### src/hw/rtl/fobrm_ram.sv
// ----------------------------------------------------------------------------
// fobrm_ram
// Generic single-write, single-read RAM with registered read data.
// ----------------------------------------------------------------------------
module fobrm_ram #(
  parameter int WIDTH = 8,
  parameter int DEPTH = 16
) (
  input  logic                                   clk,
  input  logic                                   we,
  input  logic [(DEPTH > 1 ? $clog2(DEPTH) : 1)-1:0] waddr,
  input  logic [WIDTH-1:0]                       wdata,
  input  logic                                   re,
  input  logic [(DEPTH > 1 ? $clog2(DEPTH) : 1)-1:0] raddr,
  output logic [WIDTH-1:0]                       rdata
);

  logic [WIDTH-1:0] mem [DEPTH];

  always_ff @(posedge clk) begin
    if (we) begin
      mem[waddr] <= wdata;
    end
    if (re) begin
      rdata <= mem[raddr];
    end
  end

endmodule

### config.mk
export PLATFORM = sky130hd
export DESIGN_NAME = fobrm_ram
export DESIGN_NICKNAME = d
export VERILOG_FILES = /design/src/hw/rtl/fobrm_ram.sv
export SDC_FILE = /design/constraint.sdc
export NUM_CORES = 1
export LEC_CHECK = 0
export BUFFER_PORTS_ARGS = -buffer_cell sky130_fd_sc_hd__buf_4
export CAP_MARGIN = 20
export CORE_ASPECT_RATIO = 1.75
export CORE_MARGIN = 2
export CORE_UTILIZATION = 40
export DETAILED_ROUTE_END_ITERATION = 10
export PLACE_DENSITY = 0.66
export SLEW_MARGIN = 20
export SYNTH_ARGS = -nofsm -noshare
export SYNTH_HDL_FRONTEND = slang
export SYNTH_SLANG_ARGS = --single-unit
### constraint.sdc
create_clock -name clk -period 2.6 [get_ports clk]
set_input_delay 0.52 -clock clk [delete_from_list [all_inputs] [get_ports clk]]
set_output_delay 0.52 -clock clk [all_outputs]
set_load 0.005 [all_outputs]
==> summary.md, run 1 <==
| Metric | Value |
|---|---|
| Total wire length after detailed routing | `9780 um` |
| Post-CTS resize count | `0` |
| Total power per unit cell area | `814 mW/mm2` |
| Slowest stage cell on the critical path | `mux4_1` |
| RR Startpoint | `mem[1][2]` |
| Total negative setup slack | `0 ps` |
| Average via count per standard cell | `5.14` |
| Number of levels the H-tree was split into | `4` |
| Final hold violation count | `0` |
| Pins Over Slew Limit | `0` |
| Setup violations, final | `0` |
| Worst reg2reg endpoint | `rdata[2]` |
| Worst slew slack as a fraction of its limit | `56.0%` |
| Cell area after layout | `0.00631 mm2` |
| Area of all sequential standard cells | `0.00408 mm2` |
| Data required, critical path | `2760 ps` |
| Internal power | `0.00416 W` |
| Port buffer count | `26` |
| Layout cells sized above 1 | `31.4%` |
| Vias in the first global route | `2584` |
| Final critical-path required period | `1740 ps` |
| Count of mapped cells out of synthesis | `229` |
| Maximum number of pins on one net before global-route repair | `33` |
| Distinct cells, synth | `18` |
| Fill cells | `1059` |
| Detail Placement HPWL | `6770 um` |
| Number of buffers inserted by post-CTS setup repair | `0` |
| Number of buffers created by CTS | `17` |
| Worst clock skew on the final layout | `5.14 ps` |
| Max incr delay on CP | `560 ps` |
| Gp weighted congestion | `0.768` |
| Simple-gate portion of the synthesized area | `3.14%` |
| Die ar. | `0.0140 mm2` |
| CP Class | `in2reg` |
| Area post-placement | `0.00571 mm2` |
| Length in cells of the worst reg-to-reg path | `3` |
| Length of routed met2 wiring | `5500 um` |
| Number of rows created at floorplan | `55` |
| Clock tree from TritonCTS | `yes` |
| Share of total power in combinational logic | `4.5%` |
| Detailed-routing wirelength on met1 | `3660 um` |
| Maximum resistive drop on vdd | `0.000435 V` |
| Global Route Usage Sum | `15.2%` |
| Number of detailed-routing iterations run before antenna repair | `4` |
| Final worst-path cycle share | `66.9%` |
| Leakage dissipation | `2.12 nW` |
| Die X | `90.4 um` |
| # DRC | `0` |
| DR WL met3 | `461 um` |
| Compound-Gate Fraction of Synth Area | `2.30%` |
| Share of cell area taken by muxes after synthesis | `14.8%` |
| Max cap viols | `0` |
| Critical hold path startpoint | `re` |
| Tightest Hold Check Type | `in2reg` |
| Maximum clock frequency | `0.575 GHz` |
| Number of nets in the finished design | `302` |
| Final global-route overflow total | `0` |
| Top layer in use | `met4` |
| Clock tree root buffer cell | `clkbuf_16` |
| Worst skew pair latency | `410 ps` |
| Worst reg2reg setup slack | `1080 ps` |
| Reported net switching power | `0.000979 W` |
| Xor/xnor share of the synthesized area | `0%` |
| Growth of design area from synthesis to finish | `20.8%` |
| Synthesized netlist net count | `248` |
| Slew at the pin closest to its max-slew limit | `658 ps` |
| Clock slew seen by the registers of the worst setup and hold paths | `60 ps` |
| Clock network fraction of design power | `47.2%` |
| DRT iter0 DRCs | `151` |
| CP cell instances | `buf_4 > buf_4 > mux4_1 > a22oi_1 > nand2_1` |
| Top-level port count | `27` |
| Flops & latches, synth | `136` |
| Number of antenna cells inserted | `0` |
| Total Power | `0.00514 W` |
| Clock Tree Buf Depth | `2` |
| Largest family of logic cells by synthesized area | `multiplexers` |
| Sequential cell area fraction in the yosys report | `78.1%` |
| Dominant cell type by count on the critical path | `buf_4` |
| Effective utilization at floorplan | `40.6%` |
| Number of clock sinks | `136` |
| Number of cells on the worst hold path | `1` |
| Crit path arrival time | `1900 ps` |
| Adder-cell share of the synthesized area | `0%` |
| Portion of total power attributed to sequential cells | `48.3%` |
| Global-route wire length before repair | `15200 um` |
| Hold worst-path end | `rdata[6]` |
| Synthesis Warnings | `0` |
| Via Count | `2399` |
| Antenna-violating nets left | `0` |
| Height of the die | `155 um` |
| Synthesized area divided by synthesized cell count | `22.8 um2` |
| RSZ-0062 raised after global routing | `false` |
| Area occupied by multi-input gates | `0.00106 mm2` |
| Hold Worst Slack | `405 ps` |
| Worst Setup End Kind | `flip-flop` |
| Antenna violations before repair | `0` |
| Status | `finished clean` |
| Top fanout value on the critical path | `18` |
| Summed instance area of the synthesized netlist | `0.00523 mm2` |
| Cts hold-fix bufs | `0` |
| Sw frac | `19.0%` |
| Nature of the critical path startpoint | `input pin` |
| Core occupancy in the finished layout | `49.1%` |
| DR WL/cell | `20.9 um` |
| CORE AREA | `0.0129 mm2` |
-- stage by stage --
step	worst slack [ps]	cells
after floorplan	587	229
after global placement	436	435
after detailed placement	414	435
after CTS	847	467
after global routing	770	467
final	860	467
-- critical path, delay by kind of cell --
family / cells / cell delay (ps)
muxes: 1 / 560
AOI/OAI and AO/OA: 1 / 200
and+or+nand+nor: 1 / 70
buffers and inverters: 2 / 530
-- worst max-delay path by stage --
stage / from / endpoint / cells past startpoint
4_1_cts: raddr[0] / rdata[4] / 5
2_1_floorplan: waddr[2] / mem[0][0] / 2
3_5_place_dp: raddr[0] / rdata[4] / 5
5_1_grt: raddr[0] / rdata[5] / 5
6_report: raddr[0] / rdata[4] / 5
3_3_place_gp: raddr[0] / rdata[4] / 5
-- cell usage after synthesis (all sizes together) --
library cell	instances	share of area, %
edfxtp	136	78
clkdlybuf4s25	3	0.57
nand3b	2	0.29
nand2b	2	0.24
and2	1	0.12
nor3	4	0.38
mux4	32	15
nor2	13	0.93
nand3	1	0.096
or3b	1	0.17
nor2b	1	0.12
nand2	9	0.65
a22oi	16	2.3
buf	7	1.1
and2b	1	0.14
-- layout make-up --
class,instances,area share (%)
flip-flops and latches,136,64.7
clock buffers,17,6.74
multi-input cells,83,16.7
well taps,171,3.39
repair buffers,45,5.55
clock inverters,15,2.91
-- placed cells by master (no fill, tap or decap), drive strengths merged --
cell / instances
edfxtp: 136
nor3: 4
nand2: 9
nand3: 1
or3b: 1
buf: 45
and2b: 1
a22oi: 16
nor2b: 1
nor2: 13
bufinv: 4
clkbuf: 17
and2: 1
mux4: 32
clkinvlp: 5
nand2b: 2
nand3b: 2
clkinv: 6
-- flip-flops by register name, indices dropped and copies added (netlist names) --
signal,count
mem,128
rdata,8
-- metal layers --
layer	global-route usage [%]	vias to the layer above
met5	0	-
met4	6.37	0
met3	4.36	11
met2	28.0	68
met1	16.3	1235
li1	-	1085
-- power groups by stage --
stage	clock network (W)	logic, W	registers [W]
CTS	0.00247	0.000236	0.00248
global placement	0	0.000231	0.00253
floorplan	0	0.000125	0.00253
finish	0.00243	0.000231	0.00248
detailed placement	0	0.000236	0.00253
global route	0.00258	0.000251	0.00249
-- cell families (layout without fill, tap and decap cells) --
family                 after synthesis  after routing
flip-flops                         136            136
AND/OR/NAND/NOR                     35             35
multiplexers                        32             32
AO/OA/AOI/OAI                       16             16
buffers and inverters               10             77
Power figures use the tool's default switching activity.
==> run 2: changes to the inputs <==
ABC_AREA = 1   (was unset)
clock period = 1.75 ns   (was 2.6 ns; I/O delays follow)
==> summary.md, run 2 <==
| Metric | Value |
|---|---|
| Status | `finished clean` |
| DR WL/cell | `16.6 um` |
| Antenna-violating nets left | `0` |
| Sequential cell area fraction in the yosys report | `69.8%` |
| Library cell occupying the most area in the post-synthesis netlist | `edfxtp_1` |
| Maximum resistive drop on vdd | `0.000676 V` |
| Hold worst-path end | `rdata[4]` |
| Setup violations, final | `0` |
| Final hold violation count | `0` |
| Synthesis Warnings | `0` |
| Growth of design area from synthesis to finish | `19.3%` |
| Slowest stage cell on the critical path | `edfxtp_1` |
| Critical hold path startpoint | `re` |
| Post-Place Worst Slack | `74.7 ps` |
| Final worst-path cycle share | `75.3%` |
| Sw frac | `20.3%` |
| Leakage dissipation | `3.01 nW` |
| Number of detailed-routing iterations run before antenna repair | `5` |
| Gp weighted congestion | `0.889` |
| Max cap viols | `0` |
| Synthesized netlist net count | `570` |
| Commonest non-fill, non-tap cells in the layout | `173 x nand2_1, 136 x edfxtp_1, 100 x inv_1, 97 x nand3_1, 47 x buf_4` |
| Flops & latches, synth | `136` |
| Worst Setup End Kind | `output pin` |
| GRT busiest layer | `met2` |
| Tightest Hold Check Type | `in2reg` |
| Number of antenna cells inserted | `0` |
| Vias in the first global route | `3811` |
| Summed instance area of the synthesized netlist | `0.00585 mm2` |
| Height of the die | `164 um` |
| Die X | `95.4 um` |
| Registers with the highest flip-flop counts | `mem (128), rdata (8)` |
| DRT iter0 DRCs | `329` |
| Length in cells of the worst reg-to-reg path | `6` |
| Cts hold-fix bufs | `0` |
| Top fanout value on the critical path | `1` |
| Total negative setup slack | `0 ps` |
| Crit path arrival time | `970 ps` |
| Count of mapped cells out of synthesis | `551` |
| CORE AREA | `0.0144 mm2` |
| Internal power | `0.00634 W` |
| Number of synthesized flops with an enable pin | `136` |
| Portion of total power attributed to sequential cells | `46.4%` |
| Number of levels the H-tree was split into | `4` |
| Cell area after layout | `0.00697 mm2` |
| Most instantiated library cell after synthesis | `nand2_1` |
| Post-CTS resize count | `0` |
| Global-route wire length before repair | `20400 um` |
| RR Startpoint | `mem[0][7]` |
| Synthesized area divided by synthesized cell count | `10.6 um2` |
| Worst clock skew on the final layout | `6.35 ps` |
| Layout cells sized above 1 | `13.4%` |
| Clock tree root buffer cell | `clkbuf_16` |
| Total Power | `0.00796 W` |
| Worst slew slack as a fraction of its limit | `61.3%` |
| Detail Placement HPWL | `8960 um` |
| Area fraction of the dominant cell type after synthesis | `69.8%` |
| Met1 Usage GRT | `19.4%` |
| Die ar. | `0.0156 mm2` |
| Nature of the critical path startpoint | `flip-flop` |
| Worst reg2reg setup slack | `570 ps` |
| Clock network fraction of design power | `47.7%` |
| Slew at the pin closest to its max-slew limit | `580 ps` |
| Number of cells on the worst hold path | `1` |
| Clock Tree Buf Depth | `2` |
| Crit path buffers/inverters | `1` |
| Antenna violations before repair | `0` |
| Data required, critical path | `1400 ps` |
| Average via count per standard cell | `4.81` |
| Maximum clock frequency | `0.759 GHz` |
| Total power per unit cell area | `1140 mW/mm2` |
| Maximum number of pins on one net before global-route repair | `48` |
| Max incr delay on CP | `400 ps` |
| Number of rows created at floorplan | `58` |
| Post-layout worst setup margin | `432 ps` |
| Cells taking the most area after synthesis | `edfxtp_1 70%, nand2_1 11%, nand3_1 8.3%, inv_1 6.4%, buf_6 1.2%` |
| RSZ-0062 raised after global routing | `false` |
| Via Count | `3801` |
| Max FFs per register | `128` |
| Clock slew seen by the registers of the worst setup and hold paths | `60 ps` |
| Most frequent cells after synthesis | `173 x nand2_1, 136 x edfxtp_1, 100 x inv_1` |
| Commonest non-fill, non-tap cell in the layout | `nand2_1` |
| Total wire length after detailed routing | `13100 um` |
| Port buffer count | `26` |
| Pins Over Slew Limit | `0` |
| Effective utilization at floorplan | `40.7%` |
| Share of flip-flops with an asynchronous set or reset | `0%` |
| Number of buffers created by CTS | `17` |
| Top-level port count | `27` |
| CP cell instances | `buf_4` |
| Placed cells | `758` |
| Met2 capacity usage during global routing | `33.2%` |
| Final global-route overflow total | `0` |
| Clock tree from TritonCTS | `yes` |
| Area post-placement | `0.00634 mm2` |
| Worst reg2reg endpoint | `rdata[7]` |
| Number of clock sinks | `136` |
| Share of total power in combinational logic | `6.0%` |
| CP top delay family | `flip-flops` |
| # DRC | `0` |
| Reported net switching power | `0.00162 W` |
| Fraction of met3 tracks used by global routing | `2.75%` |
| CP Class | `reg2out` |
| Global Route Usage Sum | `18.1%` |
| Number of nets in the finished design | `616` |
| Register name with the most flops | `mem` |
| Top flip-flop cell by instance count after synthesis | `edfxtp_1` |
| Non-Filler Instances | `790` |
| Final critical-path required period | `1320 ps` |
| Distinct cells, synth | `11` |
| Worst skew pair latency | `410 ps` |
| Number of buffers inserted by post-CTS setup repair | `0` |
| Fill cells | `1292` |
==> run 2: area by class of cell <==
cell class	count	area [um2]	area share, %
inverter	102	383	5.49
sequential	136	4080	58.6
clock buffer	18	429	6.15
clock inverter	14	205	2.94
timing repair buffer	51	433	6.21
multi-input combinational	289	1210	17.4
tap	180	225	3.23
==> run 2: cell families (layout without fill, tap and decap cells) <==
| group | Yosys count | after routing | share of synthesized area, % |
|---|---|---|---|
| and+or+nand+nor | 289 | 289 | 20.8 |
| DFF | 136 | 136 | 69.8 |
| buffers and inverters | 126 | 185 | 9.39 |
==> run 2: power by group through the flow <==
| stage | combinational, W | sequential, W | clock, W |
|---|---|---|---|
| 3_3_place_gp | 0.000470 | 0.00376 | 0 |
| 3_5_place_dp | 0.000478 | 0.00376 | 0 |
| 5_1_grt | 0.000525 | 0.00370 | 0.00398 |
| 2_1_floorplan | 0.000257 | 0.00376 | 0 |
| 4_1_cts | 0.000480 | 0.00369 | 0.00382 |
| 6_report | 0.000474 | 0.00369 | 0.00379 |
==> run 2: worst register-to-register path: stages (launching register included) <==
cell and delay, ps:
edfxtp_1 370, inv_1 60, nand2_1 50, nand3_1 70
nand3_1 160, nand3_1 170, nand2_1 60
==> run 2: worst max path at each step <==
stage | from | end | slack (ps) | depth (start not counted)
2_1_floorplan | waddr[2] | mem[10][0] | 450 | 2
3_3_place_gp | raddr[2] | rdata[7] | 70 | 5
3_5_place_dp | raddr[2] | rdata[6] | 70 | 5
4_1_cts | rdata[6] | rdata[6] | 390 | 1
5_1_grt | rdata[6] | rdata[6] | 390 | 1
6_report | rdata[6] | rdata[6] | 430 | 1
==> run 2: stage by stage <==
stage               hold slack (ps)  util, %
floorplan                       449        -
global placement                660     44.1
detailed placement              660     44.1
CTS                             236     48.5
global route                    235     48.5
finish                          238     48.5
==> run 2: per-layer routing <==
metal  vias to the layer above  routed length, um
met5                         -                  0
met4                         0                506
met3                        27                464
met2                       105               7240
met1                      1799               4880
li1                       1870                  -
==> run 3: changes to the inputs <==
PLACE_DENSITY = 0.68   (was 0.66)
clock period = 1.16 ns   (was 1.75 ns; I/O delays follow)
==> summary.md, run 3 (synthesis results as in run 2) <==
| Metric | Value |
|---|---|
| RSZ-0062 raised after global routing | `true` |
| Status | `complete, but fails checks` |
| Met2 capacity usage during global routing | `32.3%` |
| Worst reg2reg setup slack | `30 ps` |
| Setup violations, final | `1` |
| Top-level port count | `27` |
| CORE AREA | `0.0144 mm2` |
| Number of rows created at floorplan | `58` |
| Number of antenna cells inserted | `0` |
| Met1 Usage GRT | `18.0%` |
| Clock tree root buffer cell | `clkbuf_16` |
| Worst slew slack as a fraction of its limit | `73.4%` |
| Final critical-path required period | `1160 ps` |
| Maximum clock frequency | `0.860 GHz` |
| Number of buffers created by CTS | `17` |
| Antenna violations before repair | `0` |
| Cell area after layout | `0.00709 mm2` |
| Crit path arrival time | `930 ps` |
| Port buffer count | `26` |
| DRT iter0 DRCs | `260` |
| Average via count per standard cell | `4.90` |
| Core occupancy in the finished layout | `49.3%` |
| Detail Placement HPWL | `8810 um` |
| Pins Over Slew Limit | `0` |
| Antenna-violating nets left | `0` |
| Total negative setup slack | `-2.98 ps` |
| Height of the die | `164 um` |
| Violated checks | `negative setup slack` |
| Top fanout value on the critical path | `1` |
| Data required, critical path | `930 ps` |
| Crit path buffers/inverters | `1` |
| Nature of the critical path startpoint | `flip-flop` |
| Registers with the highest flip-flop counts | `mem (128), rdata (8)` |
| Clock tree from TritonCTS | `yes` |
| Number of nets in the finished design | `628` |
| Worst Setup End Kind | `output pin` |
| CP cell instances | `buf_6` |
| Die X | `95.4 um` |
| Effective utilization at floorplan | `40.7%` |
| Number of detailed-routing iterations run before antenna repair | `5` |
| CP top delay family | `flip-flops` |
| Post-layout worst setup margin | `-2.98 ps` |
| Worst skew pair latency | `410 ps` |
| Clock Tree Buf Depth | `2` |
| Area post-placement | `0.00647 mm2` |
| Register name with the most flops | `mem` |
| Total wire length after detailed routing | `13000 um` |
| Fraction of met3 tracks used by global routing | `4.27%` |
| CP Class | `reg2out` |
| Die ar. | `0.0156 mm2` |
| Final hold violation count | `0` |
| Number of levels the H-tree was split into | `4` |
| Worst clock skew on the final layout | `8.27 ps` |
| Growth of design area from synthesis to finish | `21.2%` |
| Final global-route overflow total | `0` |
| Final worst-path cycle share | `100%` |
| Slowest stage cell on the critical path | `edfxtp_1` |
| GRT busiest layer | `met2` |
| Clock slew seen by the registers of the worst setup and hold paths | `60 ps` |
| Layout cells sized above 1 | `17.7%` |
| Max cap viols | `0` |
| Maximum resistive drop on vdd | `0.000953 V` |
| Global-route wire length before repair | `20100 um` |
| Vias in the first global route | `3932` |
| Global Route Usage Sum | `17.8%` |
| Commonest non-fill, non-tap cell in the layout | `nand2_1` |
| Gp weighted congestion | `0.853` |
| # DRC | `0` |
| Hold Worst Slack | `97.5 ps` |
| Commonest non-fill, non-tap cells in the layout | `173 x nand2_1, 136 x edfxtp_1, 100 x inv_1, 82 x nand3_1, 53 x buf_4` |
| Max incr delay on CP | `390 ps` |
| Leakage dissipation | `3.07 nW` |
| Tightest Hold Check Type | `in2reg` |
| Via Count | `3924` |
| Total power per unit cell area | `1580 mW/mm2` |
| Number of clock sinks | `136` |
| Max FFs per register | `128` |
| Maximum number of pins on one net before global-route repair | `40` |
| DR WL/cell | `16.2 um` |
| Slew at the pin closest to its max-slew limit | `399 ps` |
run 3: cell types whose count changed in the layout (fill, tap and decap cells not counted), sizes merged:
| cell | before | now |
|---|---|---|
| inv | 102 | 103 |
| clkinv | 7 | 10 |
| clkbuf | 18 | 17 |
| bufinv | 5 | 1 |
| buf | 51 | 63 |
run 3: worst paths after layout:
path | from | to | cells after the start
max | rdata[0] | rdata[0] | 1
min | re | rdata[1] | 1
min reg2reg | mem[14][4] | rdata[4] | 6
max reg2reg | mem[9][0] | rdata[0] | 6
run 3: per-stage QoR:
stage | setup WS [ps] | instances | power, W
after floorplan | -22.8 | 551 | 0.00605
after global placement | -260 | 770 | 0.00640
after detailed placement | -273 | 770 | 0.00642
after CTS | -28.8 | 801 | 0.0112
after global routing | -55.1 | 801 | 0.0115
final | -2.98 | 801 | 0.0112
run 3: layout make-up:
class,instances,area (um2)
tap,180,225
inverter,102,383
clock buffer,17,425
multi-input combinational,289,1290
timing repair buffer,63,572
clock inverter,14,110
sequential,136,4080
fill,1255,7280
run 3: layer usage:
metal,up-vias,share of wire [%]
li1,1895,-
met1,1870,36
met2,125,56
met3,34,3.9
met4,0,4.0
met5,-,0
run 3: repair_timing:
action,in CTS,in global routing
endpoints found under the hold margin,0,0
gates cloned,0,0
gates resized for setup,1,17
hold buffers,0,0
pin swaps,0,2
setup endpoints to repair,7,16
setup buffers,0,0
run 3: report_power, final:
| group | total (W) | switching (W) | leakage, nW | internal [W] |
|---|---|---|---|---|
| logic | 0.000784 | 0.000493 | 1.57 | 0.000292 |
| registers | 0.00557 | 0.0000290 | 1.24 | 0.00554 |
| clock network | 0.00484 | 0.00194 | 0.266 | 0.00290 |
| total | 0.0112 | 0.00246 | 3.07 | 0.00873 |
